**config.mk**
```make
export PLATFORM = sky130hd
export DESIGN_NAME = fifo_fair_reader_writer_lock
export DESIGN_NICKNAME = d
export VERILOG_FILES = /design/src/design/ffrwl_pkg.sv /design/src/design/ffrwl_ram.sv /design/src/design/ffrwl_ctrl.sv /design/src/design/ffrwl_dp.sv /design/src/design/fifo_fair_reader_writer_lock.sv
export SDC_FILE = /design/constraint.sdc
export NUM_CORES = 1
export LEC_CHECK = 0
export ABC_AREA = 1
export BUFFER_PORTS_ARGS = -buffer_cell sky130_fd_sc_hd__buf_2
export CAP_MARGIN = 20
export CORE_MARGIN = 2
export CORE_UTILIZATION = 40
export CTS_BUF_LIST = sky130_fd_sc_hd__clkbuf_8
export DETAILED_ROUTE_END_ITERATION = 10
export GPL_TIMING_DRIVEN = 0
export HOLD_SLACK_MARGIN = 0.05
export PLACE_DENSITY = 0.63
export SYNTH_ARGS = -nofsm -noshare
export SYNTH_HDL_FRONTEND = slang
export SYNTH_SLANG_ARGS = --single-unit
```
**constraint.sdc**
```tcl
create_clock -name clk -period 3.45 [get_ports clk]
set_clock_uncertainty 0.15 [all_clocks]
set_input_delay 0.345 -clock clk [delete_from_list [all_inputs] [get_ports clk]]
set_output_delay 0.345 -clock clk [all_outputs]
set_load 0.1 [all_outputs]
```
**src/design/ffrwl_pkg.sv**
```systemverilog
// Shared types, constants and helpers for the FIFO fair reader-writer lock.
// Used by the controller, the datapath and the top level; depends on nothing.
package ffrwl_pkg;

    localparam int QUEUE_DEPTH = 16;
    localparam int REQUESTERS  = 256;
    localparam int MAX_RESULTS = 16;

    localparam int ID_W       = 8;
    localparam int CMD_W      = 2;
    localparam int KIND_W     = 2;
    localparam int RC_W       = 9;
    localparam int QPTR_W     = $clog2(QUEUE_DEPTH);
    localparam int QCNT_W     = $clog2(QUEUE_DEPTH + 1);
    localparam int RES_W      = $clog2(MAX_RESULTS + 1);
    localparam int ENTRY_W    = ID_W + 1;
    localparam int IN_DATA_W  = 8;
    localparam int OUT_DATA_W = 16;

    localparam logic [RC_W-1:0] READER_MAX = {RC_W{1'b1}};

    typedef enum logic [CMD_W-1:0] {
        CMD_RD_REQ = 2'd0,
        CMD_WR_REQ = 2'd1,
        CMD_RD_REL = 2'd2,
        CMD_WR_REL = 2'd3
    } cmd_code_t;

    typedef enum logic [KIND_W-1:0] {
        KIND_GRANT  = 2'd0,
        KIND_REJECT = 2'd1,
        KIND_MISUSE = 2'd2
    } kind_t;

    typedef enum logic [1:0] {
        MODE_FREE  = 2'd0,
        MODE_READ  = 2'd1,
        MODE_WRITE = 2'd2
    } mode_t;

    typedef enum logic [1:0] {
        ST_IDLE  = 2'd0,
        ST_EXEC  = 2'd1,
        ST_FETCH = 2'd2,
        ST_CHECK = 2'd3
    } state_t;

    // Commands from the controller to the datapath
    typedef struct packed {
        logic capture;
        logic exec;
        logic drain;
        logic flush;
    } ctrl_cmd_t;

    // Status from the datapath to the controller
    typedef struct packed {
        logic head_dirty;
        logic drain_ok;
        logic pend_valid;
        logic out_free;
    } dp_status_t;

    // Advance a queue pointer with wrap at the queue depth
    function automatic logic [QPTR_W-1:0] qptr_inc(input logic [QPTR_W-1:0] p);
        if (p == QPTR_W'(QUEUE_DEPTH - 1))
            return '0;
        else
            return p + 1'b1;
    endfunction

endpackage

```
**src/design/ffrwl_ram.sv**
```systemverilog
// Generic single-write, single-read RAM with registered read data.
// Holds the wait queue entries; no package dependency.
module ffrwl_ram #(
    parameter int WIDTH = 8,
    parameter int DEPTH = 16
) (
    input  logic                     clk,
    input  logic                     we,
    input  logic [$clog2(DEPTH)-1:0] waddr,
    input  logic [WIDTH-1:0]         wdata,
    input  logic [$clog2(DEPTH)-1:0] raddr,
    output logic [WIDTH-1:0]         rdata
);

    logic [WIDTH-1:0] mem [DEPTH];

    // Write port
    always_ff @(posedge clk)
    begin
        if (we)
        begin
            mem[waddr] <= wdata;
        end
    end

    // Registered read, old data on a same-address write
    always_ff @(posedge clk)
    begin
        rdata <= mem[raddr];
    end

endmodule

```
**src/design/ffrwl_ctrl.sv**
```systemverilog
// Sequencing state machine for the reader-writer lock.
// Depends on ffrwl_pkg; drives datapath commands from datapath status.
module ffrwl_ctrl (
    input  logic                   clk,
    input  logic                   rst_n,
    input  logic                   in_valid,
    output logic                   in_ready,
    input  ffrwl_pkg::dp_status_t  sts,
    output ffrwl_pkg::ctrl_cmd_t   cmd
);

    import ffrwl_pkg::*;

    state_t state_reg;
    state_t state_next;

    // State register
    always_ff @(posedge clk or negedge rst_n)
    begin
        if (!rst_n)
        begin
            state_reg <= ST_IDLE;
        end
        else
        begin
            state_reg <= state_next;
        end
    end

    // Next state
    always_comb
    begin
        state_next = state_reg;
        case (state_reg)
            ST_IDLE:
            begin
                if (in_valid)
                    state_next = ST_EXEC;
            end
            ST_EXEC:
            begin
                state_next = sts.head_dirty ? ST_FETCH : ST_CHECK;
            end
            ST_FETCH:
            begin
                state_next = ST_CHECK;
            end
            ST_CHECK:
            begin
                if (sts.drain_ok)
                begin
                    if (!sts.pend_valid || sts.out_free)
                        state_next = ST_FETCH;
                end
                else if (!sts.pend_valid || sts.out_free)
                begin
                    state_next = ST_IDLE;
                end
            end
            default:
            begin
                state_next = ST_IDLE;
            end
        endcase
    end

    // Outputs
    always_comb
    begin
        in_ready    = 1'b0;
        cmd         = '0;
        case (state_reg)
            ST_IDLE:
            begin
                in_ready    = 1'b1;
                cmd.capture = in_valid;
            end
            ST_EXEC:
            begin
                cmd.exec = 1'b1;
            end
            ST_FETCH:
            begin
                cmd = '0;
            end
            ST_CHECK:
            begin
                cmd.drain = sts.drain_ok && (!sts.pend_valid || sts.out_free);
                cmd.flush = !sts.drain_ok && sts.pend_valid && sts.out_free;
            end
            default:
            begin
                cmd = '0;
            end
        endcase
    end

endmodule

```
**src/design/ffrwl_dp.sv**
```systemverilog
// Lock state, wait queue, pending result and output register.
// Depends on ffrwl_pkg and ffrwl_ram; steered by ffrwl_ctrl commands.
module ffrwl_dp (
    input  logic                          clk,
    input  logic                          rst_n,
    input  ffrwl_pkg::ctrl_cmd_t          cmd,
    output ffrwl_pkg::dp_status_t         sts,
    input  logic [ffrwl_pkg::CMD_W-1:0]   in_cmd,
    input  logic [ffrwl_pkg::ID_W-1:0]    in_id,
    output logic                          out_valid,
    input  logic                          out_ready,
    output logic [ffrwl_pkg::KIND_W-1:0]  out_kind,
    output logic [ffrwl_pkg::ID_W-1:0]    out_id,
    output logic                          out_wr,
    output logic                          out_last
);

    import ffrwl_pkg::*;

    // Captured request
    cmd_code_t         cmd_reg;
    logic [ID_W-1:0]   id_reg;

    // Lock state and queue control
    mode_t             mode_reg,  mode_next;
    logic [RC_W-1:0]   rc_reg,    rc_next;
    logic [QPTR_W-1:0] head_reg,  head_next;
    logic [QPTR_W-1:0] tail_reg,  tail_next;
    logic [QCNT_W-1:0] cnt_reg,   cnt_next;
    logic [RES_W-1:0]  res_reg,   res_next;

    // Pending result, held until the next one shows whether it is last
    logic              pend_valid_reg, pend_valid_next;
    kind_t             pend_kind_reg,  pend_kind_next;
    logic [ID_W-1:0]   pend_id_reg,    pend_id_next;
    logic              pend_wr_reg,    pend_wr_next;

    // Output register
    logic              out_valid_reg, out_valid_next;
    logic [KIND_W-1:0] out_kind_reg;
    logic [ID_W-1:0]   out_id_reg;
    logic              out_wr_reg;
    logic              out_last_reg;

    // Queue storage
    logic               ram_we;
    logic [ENTRY_W-1:0] ram_wdata;
    logic [ENTRY_W-1:0] ram_rdata;
    logic [ID_W-1:0]    head_id;
    logic               head_wr;

    logic               ex_enq;
    logic               ex_pop;
    logic               out_free;
    logic               out_load;

    assign head_id = ram_rdata[ID_W-1:0];
    assign head_wr = ram_rdata[ID_W];

    ffrwl_ram #(
        .WIDTH (ENTRY_W),
        .DEPTH (QUEUE_DEPTH)
    ) u_queue (
        .clk   (clk),
        .we    (ram_we),
        .waddr (tail_reg),
        .wdata (ram_wdata),
        .raddr (head_reg),
        .rdata (ram_rdata)
    );

    // Capture the request
    always_ff @(posedge clk)
    begin
        if (cmd.capture)
        begin
            cmd_reg <= cmd_code_t'(in_cmd);
            id_reg  <= in_id & ID_W'(REQUESTERS - 1);
        end
    end

    // Evaluate the request, then grant queued readers one at a time
    always_comb
    begin
        logic do_ho;
        logic do_emit;
        kind_t e_kind;
        logic e_wr;
        logic [ID_W-1:0] e_id;
        logic [RC_W-1:0] rc_dec;

        mode_next       = mode_reg;
        rc_next         = rc_reg;
        head_next       = head_reg;
        tail_next       = tail_reg;
        cnt_next        = cnt_reg;
        res_next        = res_reg;
        pend_valid_next = pend_valid_reg;
        pend_kind_next  = pend_kind_reg;
        pend_id_next    = pend_id_reg;
        pend_wr_next    = pend_wr_reg;
        ram_we          = 1'b0;
        ram_wdata       = {1'b0, id_reg};
        ex_enq          = 1'b0;
        ex_pop          = 1'b0;
        do_ho           = 1'b0;
        do_emit         = 1'b0;
        e_kind          = KIND_GRANT;
        e_wr            = 1'b0;
        e_id            = id_reg;
        rc_dec          = rc_reg - 1'b1;

        case (cmd_reg)
            CMD_RD_REQ:
            begin
                if (mode_reg == MODE_FREE)
                begin
                    mode_next = MODE_READ;
                    rc_next   = RC_W'(1);
                    do_emit   = 1'b1;
                end
                else if (mode_reg == MODE_READ && cnt_reg == '0 && rc_reg != READER_MAX)
                begin
                    rc_next = rc_reg + 1'b1;
                    do_emit = 1'b1;
                end
                else if (cnt_reg != QCNT_W'(QUEUE_DEPTH))
                begin
                    ex_enq    = 1'b1;
                    ram_wdata = {1'b0, id_reg};
                end
                else
                begin
                    do_emit = 1'b1;
                    e_kind  = KIND_REJECT;
                end
            end
            CMD_WR_REQ:
            begin
                if (mode_reg == MODE_FREE)
                begin
                    mode_next = MODE_WRITE;
                    do_emit   = 1'b1;
                    e_wr      = 1'b1;
                end
                else if (cnt_reg != QCNT_W'(QUEUE_DEPTH))
                begin
                    ex_enq    = 1'b1;
                    ram_wdata = {1'b1, id_reg};
                end
                else
                begin
                    do_emit = 1'b1;
                    e_kind  = KIND_REJECT;
                end
            end
            CMD_RD_REL:
            begin
                if (mode_reg != MODE_READ || rc_reg == '0)
                begin
                    do_emit = 1'b1;
                    e_kind  = KIND_MISUSE;
                end
                else if (rc_dec == '0)
                begin
                    do_ho = 1'b1;
                end
                else
                begin
                    rc_next = rc_dec;
                end
            end
            CMD_WR_REL:
            begin
                if (mode_reg != MODE_WRITE)
                begin
                    do_emit = 1'b1;
                    e_kind  = KIND_MISUSE;
                end
                else
                begin
                    do_ho = 1'b1;
                end
            end
            default:
            begin
                do_emit = 1'b0;
            end
        endcase

        // Hand the lock to the queue head, or free it
        if (do_ho)
        begin
            if (cnt_reg == '0)
            begin
                mode_next = MODE_FREE;
                rc_next   = '0;
            end
            else
            begin
                ex_pop    = 1'b1;
                do_emit   = 1'b1;
                e_id      = head_id;
                e_wr      = head_wr;
                mode_next = head_wr ? MODE_WRITE : MODE_READ;
                rc_next   = head_wr ? '0 : RC_W'(1);
            end
        end

        if (cmd.exec)
        begin
            ram_we          = ex_enq;
            pend_valid_next = do_emit;
            pend_kind_next  = e_kind;
            pend_id_next    = e_id;
            pend_wr_next    = e_wr;
            res_next        = do_emit ? RES_W'(1) : '0;
            if (ex_enq)
            begin
                tail_next = qptr_inc(tail_reg);
                cnt_next  = cnt_reg + 1'b1;
            end
            else if (ex_pop)
            begin
                head_next = qptr_inc(head_reg);
                cnt_next  = cnt_reg - 1'b1;
            end
        end
        else if (cmd.drain)
        begin
            // Grant the reader at the head; the older pending result goes out
            head_next       = qptr_inc(head_reg);
            cnt_next        = cnt_reg - 1'b1;
            rc_next         = rc_reg + 1'b1;
            res_next        = res_reg + 1'b1;
            pend_valid_next = 1'b1;
            pend_kind_next  = KIND_GRANT;
            pend_id_next    = head_id;
            pend_wr_next    = 1'b0;
        end
        else
        begin
            mode_next = mode_reg;
            rc_next   = rc_reg;
            if (cmd.flush)
                pend_valid_next = 1'b0;
        end
    end

    // Lock state registers
    always_ff @(posedge clk or negedge rst_n)
    begin
        if (!rst_n)
        begin
            mode_reg       <= MODE_FREE;
            rc_reg         <= '0;
            head_reg       <= '0;
            tail_reg       <= '0;
            cnt_reg        <= '0;
            res_reg        <= '0;
            pend_valid_reg <= 1'b0;
            out_valid_reg  <= 1'b0;
        end
        else
        begin
            mode_reg       <= mode_next;
            rc_reg         <= rc_next;
            head_reg       <= head_next;
            tail_reg       <= tail_next;
            cnt_reg        <= cnt_next;
            res_reg        <= res_next;
            pend_valid_reg <= pend_valid_next;
            out_valid_reg  <= out_valid_next;
        end
    end

    // Pending result payload
    always_ff @(posedge clk)
    begin
        pend_kind_reg <= pend_kind_next;
        pend_id_reg   <= pend_id_next;
        pend_wr_reg   <= pend_wr_next;
    end

    // Output register: load the pending result, drop it once taken
    assign out_free = !out_valid_reg || out_ready;
    assign out_load = (cmd.drain && pend_valid_reg) || cmd.flush;

    always_comb
    begin
        if (out_load)
            out_valid_next = 1'b1;
        else if (out_ready)
            out_valid_next = 1'b0;
        else
            out_valid_next = out_valid_reg;
    end

    always_ff @(posedge clk)
    begin
        if (out_load)
        begin
            out_kind_reg <= pend_kind_reg;
            out_id_reg   <= pend_id_reg;
            out_wr_reg   <= pend_wr_reg;
            out_last_reg <= cmd.flush;
        end
    end

    // Status to the controller
    always_comb
    begin
        sts.head_dirty = ex_enq || ex_pop;
        sts.drain_ok   = mode_reg == MODE_READ && cnt_reg != '0
                         && res_reg != RES_W'(MAX_RESULTS)
                         && rc_reg != READER_MAX && !head_wr;
        sts.pend_valid = pend_valid_reg;
        sts.out_free   = out_free;
    end

    assign out_valid = out_valid_reg;
    assign out_kind  = out_kind_reg;
    assign out_id    = out_id_reg;
    assign out_wr    = out_wr_reg;
    assign out_last  = out_last_reg;

endmodule

```
**src/design/fifo_fair_reader_writer_lock.sv**
```systemverilog
// Top level of the FIFO fair reader-writer lock manager.
// Depends on ffrwl_pkg, ffrwl_ctrl and ffrwl_dp.
//
//  channel   direction  tdata (low bit up)                     tuser           tlast
//  s_axis    in         requester_id[7:0], zero pad to 8       command[1:0]    -
//  m_axis    out        granted_id[7:0], grant_is_write, pad   result_kind     last
//
// One request at a time: the accept state, then the evaluate state and the check state,
// plus a fetch state when the request touches the wait queue (queue RAM read).
// Each cascaded reader grant adds a check and a head re-read.
// Reset clears the lock state, queue pointers and handshakes; queue storage is not cleared.
// A stalled m_axis holds the results in the output register and the pending stage.
module fifo_fair_reader_writer_lock (
    input  logic                              clk,
    input  logic                              rst_n,
    input  logic                              s_axis_tvalid,
    output logic                              s_axis_tready,
    input  logic [ffrwl_pkg::IN_DATA_W-1:0]   s_axis_tdata,  // requester_id
    input  logic [ffrwl_pkg::CMD_W-1:0]       s_axis_tuser,  // command
    output logic                              m_axis_tvalid,
    input  logic                              m_axis_tready,
    output logic [ffrwl_pkg::OUT_DATA_W-1:0]  m_axis_tdata,  // granted_id, grant_is_write
    output logic [ffrwl_pkg::KIND_W-1:0]      m_axis_tuser,  // result_kind
    output logic                              m_axis_tlast   // last
);

    import ffrwl_pkg::*;

    ctrl_cmd_t         cmd;
    dp_status_t        sts;
    logic [ID_W-1:0]   out_id;
    logic              out_wr;

    ffrwl_ctrl u_ctrl (
        .clk      (clk),
        .rst_n    (rst_n),
        .in_valid (s_axis_tvalid),
        .in_ready (s_axis_tready),
        .sts      (sts),
        .cmd      (cmd)
    );

    ffrwl_dp u_dp (
        .clk       (clk),
        .rst_n     (rst_n),
        .cmd       (cmd),
        .sts       (sts),
        .in_cmd    (s_axis_tuser),
        .in_id     (s_axis_tdata[ID_W-1:0]),
        .out_valid (m_axis_tvalid),
        .out_ready (m_axis_tready),
        .out_kind  (m_axis_tuser),
        .out_id    (out_id),
        .out_wr    (out_wr),
        .out_last  (m_axis_tlast)
    );

    // Pack the result payload
    assign m_axis_tdata = {{(OUT_DATA_W - ID_W - 1){1'b0}}, out_wr, out_id};

    // A write grant never starts a reader cascade
    a_write_grant_last: assert property (@(posedge clk) disable iff (!rst_n)
        m_axis_tvalid && m_axis_tdata[ID_W] |-> m_axis_tlast)
        else $error("write grant not marked last");

    // No request is taken while a result of the previous one is held back
    a_no_accept_pending: assert property (@(posedge clk) disable iff (!rst_n)
        s_axis_tready |-> !sts.pend_valid)
        else $error("request accepted with a pending result");

    // One request at a time
    a_one_at_a_time: assert property (@(posedge clk) disable iff (!rst_n)
        s_axis_tvalid && s_axis_tready |=> !s_axis_tready)
        else $error("back-to-back accept");

endmodule

```
==> impl_metrics.csv <==
group,metric,value,unit
sta,period_share,99.0,%
layout,layout.nets,1016,
sta,grt_setup_unrepaired,"yes",
worst_setup_path,start_kind,"flip-flop",
clocking,htree_levels,2,
placement,dp_hpwl,15100,um
floorplanning,initial_utilization,41.0,%
global_route,grt_pass1_vias,6341,
layout,drive_above_1_share,15.7,%
sta,setup_viol,0,
outcome,status,"complete, no violations",
clocking,clkSinkCount,219,
clocking,insertion_delay,0.55,ns
global_route,grt_max_degree,34,
sta,timing.slew.headroom,40.5,%
clocking,clk_pin_slew,0.06,ns
floorplanning,core,23500,sq um
global_route,grt_pass1_wl,35200,um
sta,fmax,293,MHz
synth,ys_warn_count,0,
min_path,hold_class,"flip-flop to flip-flop",
sta,tns,0,ns
detailed_routing,ant_nets,0,
layout,multi_input_area,3030,sq um
worst_setup_path,path_max_fanout,10,
layout,final_area,11400,sq um
power,power.density,829,nW/um^2
worst_setup_path,cp.arrival,3.45,ns
worst_setup_path,required,3.48,ns
layout,ff_latch_area,6320,sq um
layout,largest_reg_flops,144,
worst_setup_path,endpoint_kind,"flip-flop",
worst_setup_path,critPathKind,"flip-flop to flip-flop",
synth,synth_seq_area_share,65.5,%
placement,postPlaceCellArea,10200,sq um
detailed_routing,routedWlPerCell,17.4,um
global_route,grt_antenna_before_repair,0,
layout,fillers,2169,
synth,syn_area,9650,sq um
power,totalPowerFinal,0.00941,W
floorplanning,ioPinCount,35,
floorplanning,rows,56,
floorplanning,die_w,159,um
floorplanning,die_area,25400,sq um
floorplanning,die_h,159,um
synth,syn_inst,889,
synth,synth-seq-cells,219,
detailed_routing,drtIter0Drc,513,
sta,final-hold-violation-count,0,
clocking,cts_buffers,37,
power,ir_drop,0.383,mV
clocking,clockBufferDepth,3,
power,cellLeakagePower,4.32,nW
flow_run,maxCapViolCount,0,
synth,synth_ff_type,"edfxtp_1",
placement,gp_congestion,0.885,
global_route,grt.overflow.total,0,
detailed_routing,dr.pass1.iters,5,
placement,portBuffers,27,
synth,synth_area_per_cell,10.9,sq um
detailed_routing,finalWirelength,23200,um
detailed_routing,viasPerCell,5.10,
detailed_routing,vias,6819,
clocking,tritoncts,"done",
sta,min_period,3.42,ns
worst_setup_path,r2r_slack,0.03,ns
detailed_routing,drcViolationCount,0,
sta,slew_violations,0,
synth,async_flop_share,15.1,%
sta,tightest_slew,0.888,ns
layout,synthToLayoutAreaGrowth,17.6,%
clocking,cts_root_buffer,"clkbuf_8",
layout,diodes,0,
synth,yosysUniqueCellTypes,43,
global_route,globalRouteTotalUtil,17.9,%
synth,synth_edf_count,177,
## cells by family (layout without fill, tap and decap cells)
kind of cell,count (synthesis),in the layout,synth area share [%]
AO/OA/AOI/OAI,128,128,7.91
buffers and inverters,96,216,4.50
adder cells (fa/ha/maj),14,14,1.82
flip-flops,219,219,65.5
XOR/XNOR,13,13,1.18
AND/OR/NAND/NOR,418,420,19.0
other,1,7,0.0389
## worst max-delay path, stage by stage (launching register included)
cell and delay (ns):
dfrtp_1 0.46, ha_1 0.23, nand3_1 0.13, inv_1 0.11, nand4_1 0.14, nor2_1 0.14, ha_1 0.17, nor2_1 0.06
inv_1 0.05, nor2_1 0.07, a21oi_2 0.23, nand2_2 0.15, inv_2 0.18, nand2_1 0.24, nor2_2 0.51
## cells in the mapped netlist (4+ instances only)
cell type  count  area share, %
inv_2          5           0.19
xor2_1         9           0.82
nand4_1       14           0.91
buf_6          5           0.58
nand2_1      213            8.3
xnor2_1        4           0.36
inv_1         45            1.8
nand2_2        9           0.58
o21ai_0       67            3.5
nor2_1        87            3.4
dfrtp_1       33            8.6
o22ai_1       14           0.91
nor2_2         5           0.32
ha_1          14            1.8
buf_4          9           0.70
o221ai_1       8           0.73
nor3_1         8           0.41
a311oi_1       9           0.82
a21oi_1       16           0.83
nand3_1       69            3.6
clkbuf_1      24           0.93
edfxtp_1     177             55
dfxtp_1        9            1.9
## routing by layer
layer  global-route usage (%)  vias to the layer above  share of wire (%)
li1                         -                     3285                  -
met1                     24.6                     3208                 44
met2                     27.7                      262                 46
met3                     3.26                       64                6.9
met4                     8.47                        0                4.0
met5                        0                        -                  0
## metrics by stage
step | util, % | cells | hold slack (ns) | setup WS (ns)
2_1_floorplan | - | 895 | -0.101 | 0.642
4_1_cts | 47.2 | 1323 | 0.270 | -0.158
6_report | 48.2 | 1336 | 0.268 | 0.0340
3_5_place_dp | 43.4 | 1242 | 0.255 | -0.185
3_3_place_gp | 43.4 | 1241 | 0.251 | -0.139
5_1_grt | 48.2 | 1336 | 0.274 | -0.178
## cells in the final DEF (no fill, tap or decap), types with 16 or more instances in the layout
master,instances
nand3_1,69
o21ai_0,67
dfrtp_1,33
inv_1,54
clkbuf_1,24
nor2_1,72
edfxtp_1,177
nand2_1,213
clkbuf_8,38
buf_2,29
a21oi_1,16
## power breakdown
group	switching, W	internal (W)	leakage, nW
combinational	0.00257	0.000983	1.81
sequential	0.000273	0.00334	2.11
clock	0.00105	0.00120	0.411
## area by class of cell
| type | count | share of cell area, % |
|---|---|---|
| Timing Repair Buffer | 52 | 3.94 |
| Clock inverter | 30 | 1.76 |
| Sequential cell | 219 | 55.7 |
| Inverter | 53 | 1.75 |
| Tap cell | 319 | 3.52 |
| Multi-Input combinational cell | 582 | 26.7 |
| Buffer | 43 | 2.07 |
| Clock buffer | 38 | 4.61 |
## final timing paths
path / end / depth (start not counted) / start
worst min register to register: u_dp.out_id[1] / 0 / u_dp.pend_id_reg[1]
worst max register to register: u_dp.u_queue.mem[3][0] / 14 / u_dp.rc_reg[1]
worst max-delay path: u_dp.u_queue.mem[3][0] / 14 / u_dp.rc_reg[1]
max in group asynchronous: u_dp.head_reg[2] / 2 / rst_n
worst min-delay path: u_dp.out_id[1] / 0 / u_dp.pend_id_reg[1]
min in group asynchronous: u_dp.rc_reg[4] / 2 / rst_n
## repair_timing
| action | 4_1_cts | 5_1_grt |
|---|---|---|
| gates resized for setup | 12 | 13 |
| cloned | 0 | 2 |
| endpoints found under the setup margin | 135 | 135 |
| setup buffers | 0 | 10 |
| endpoints found under the hold margin | 46 | 0 |
| pin swaps | 0 | 9 |
| hold buffers | 13 | 0 |
Power figures use the tool's default switching activity.
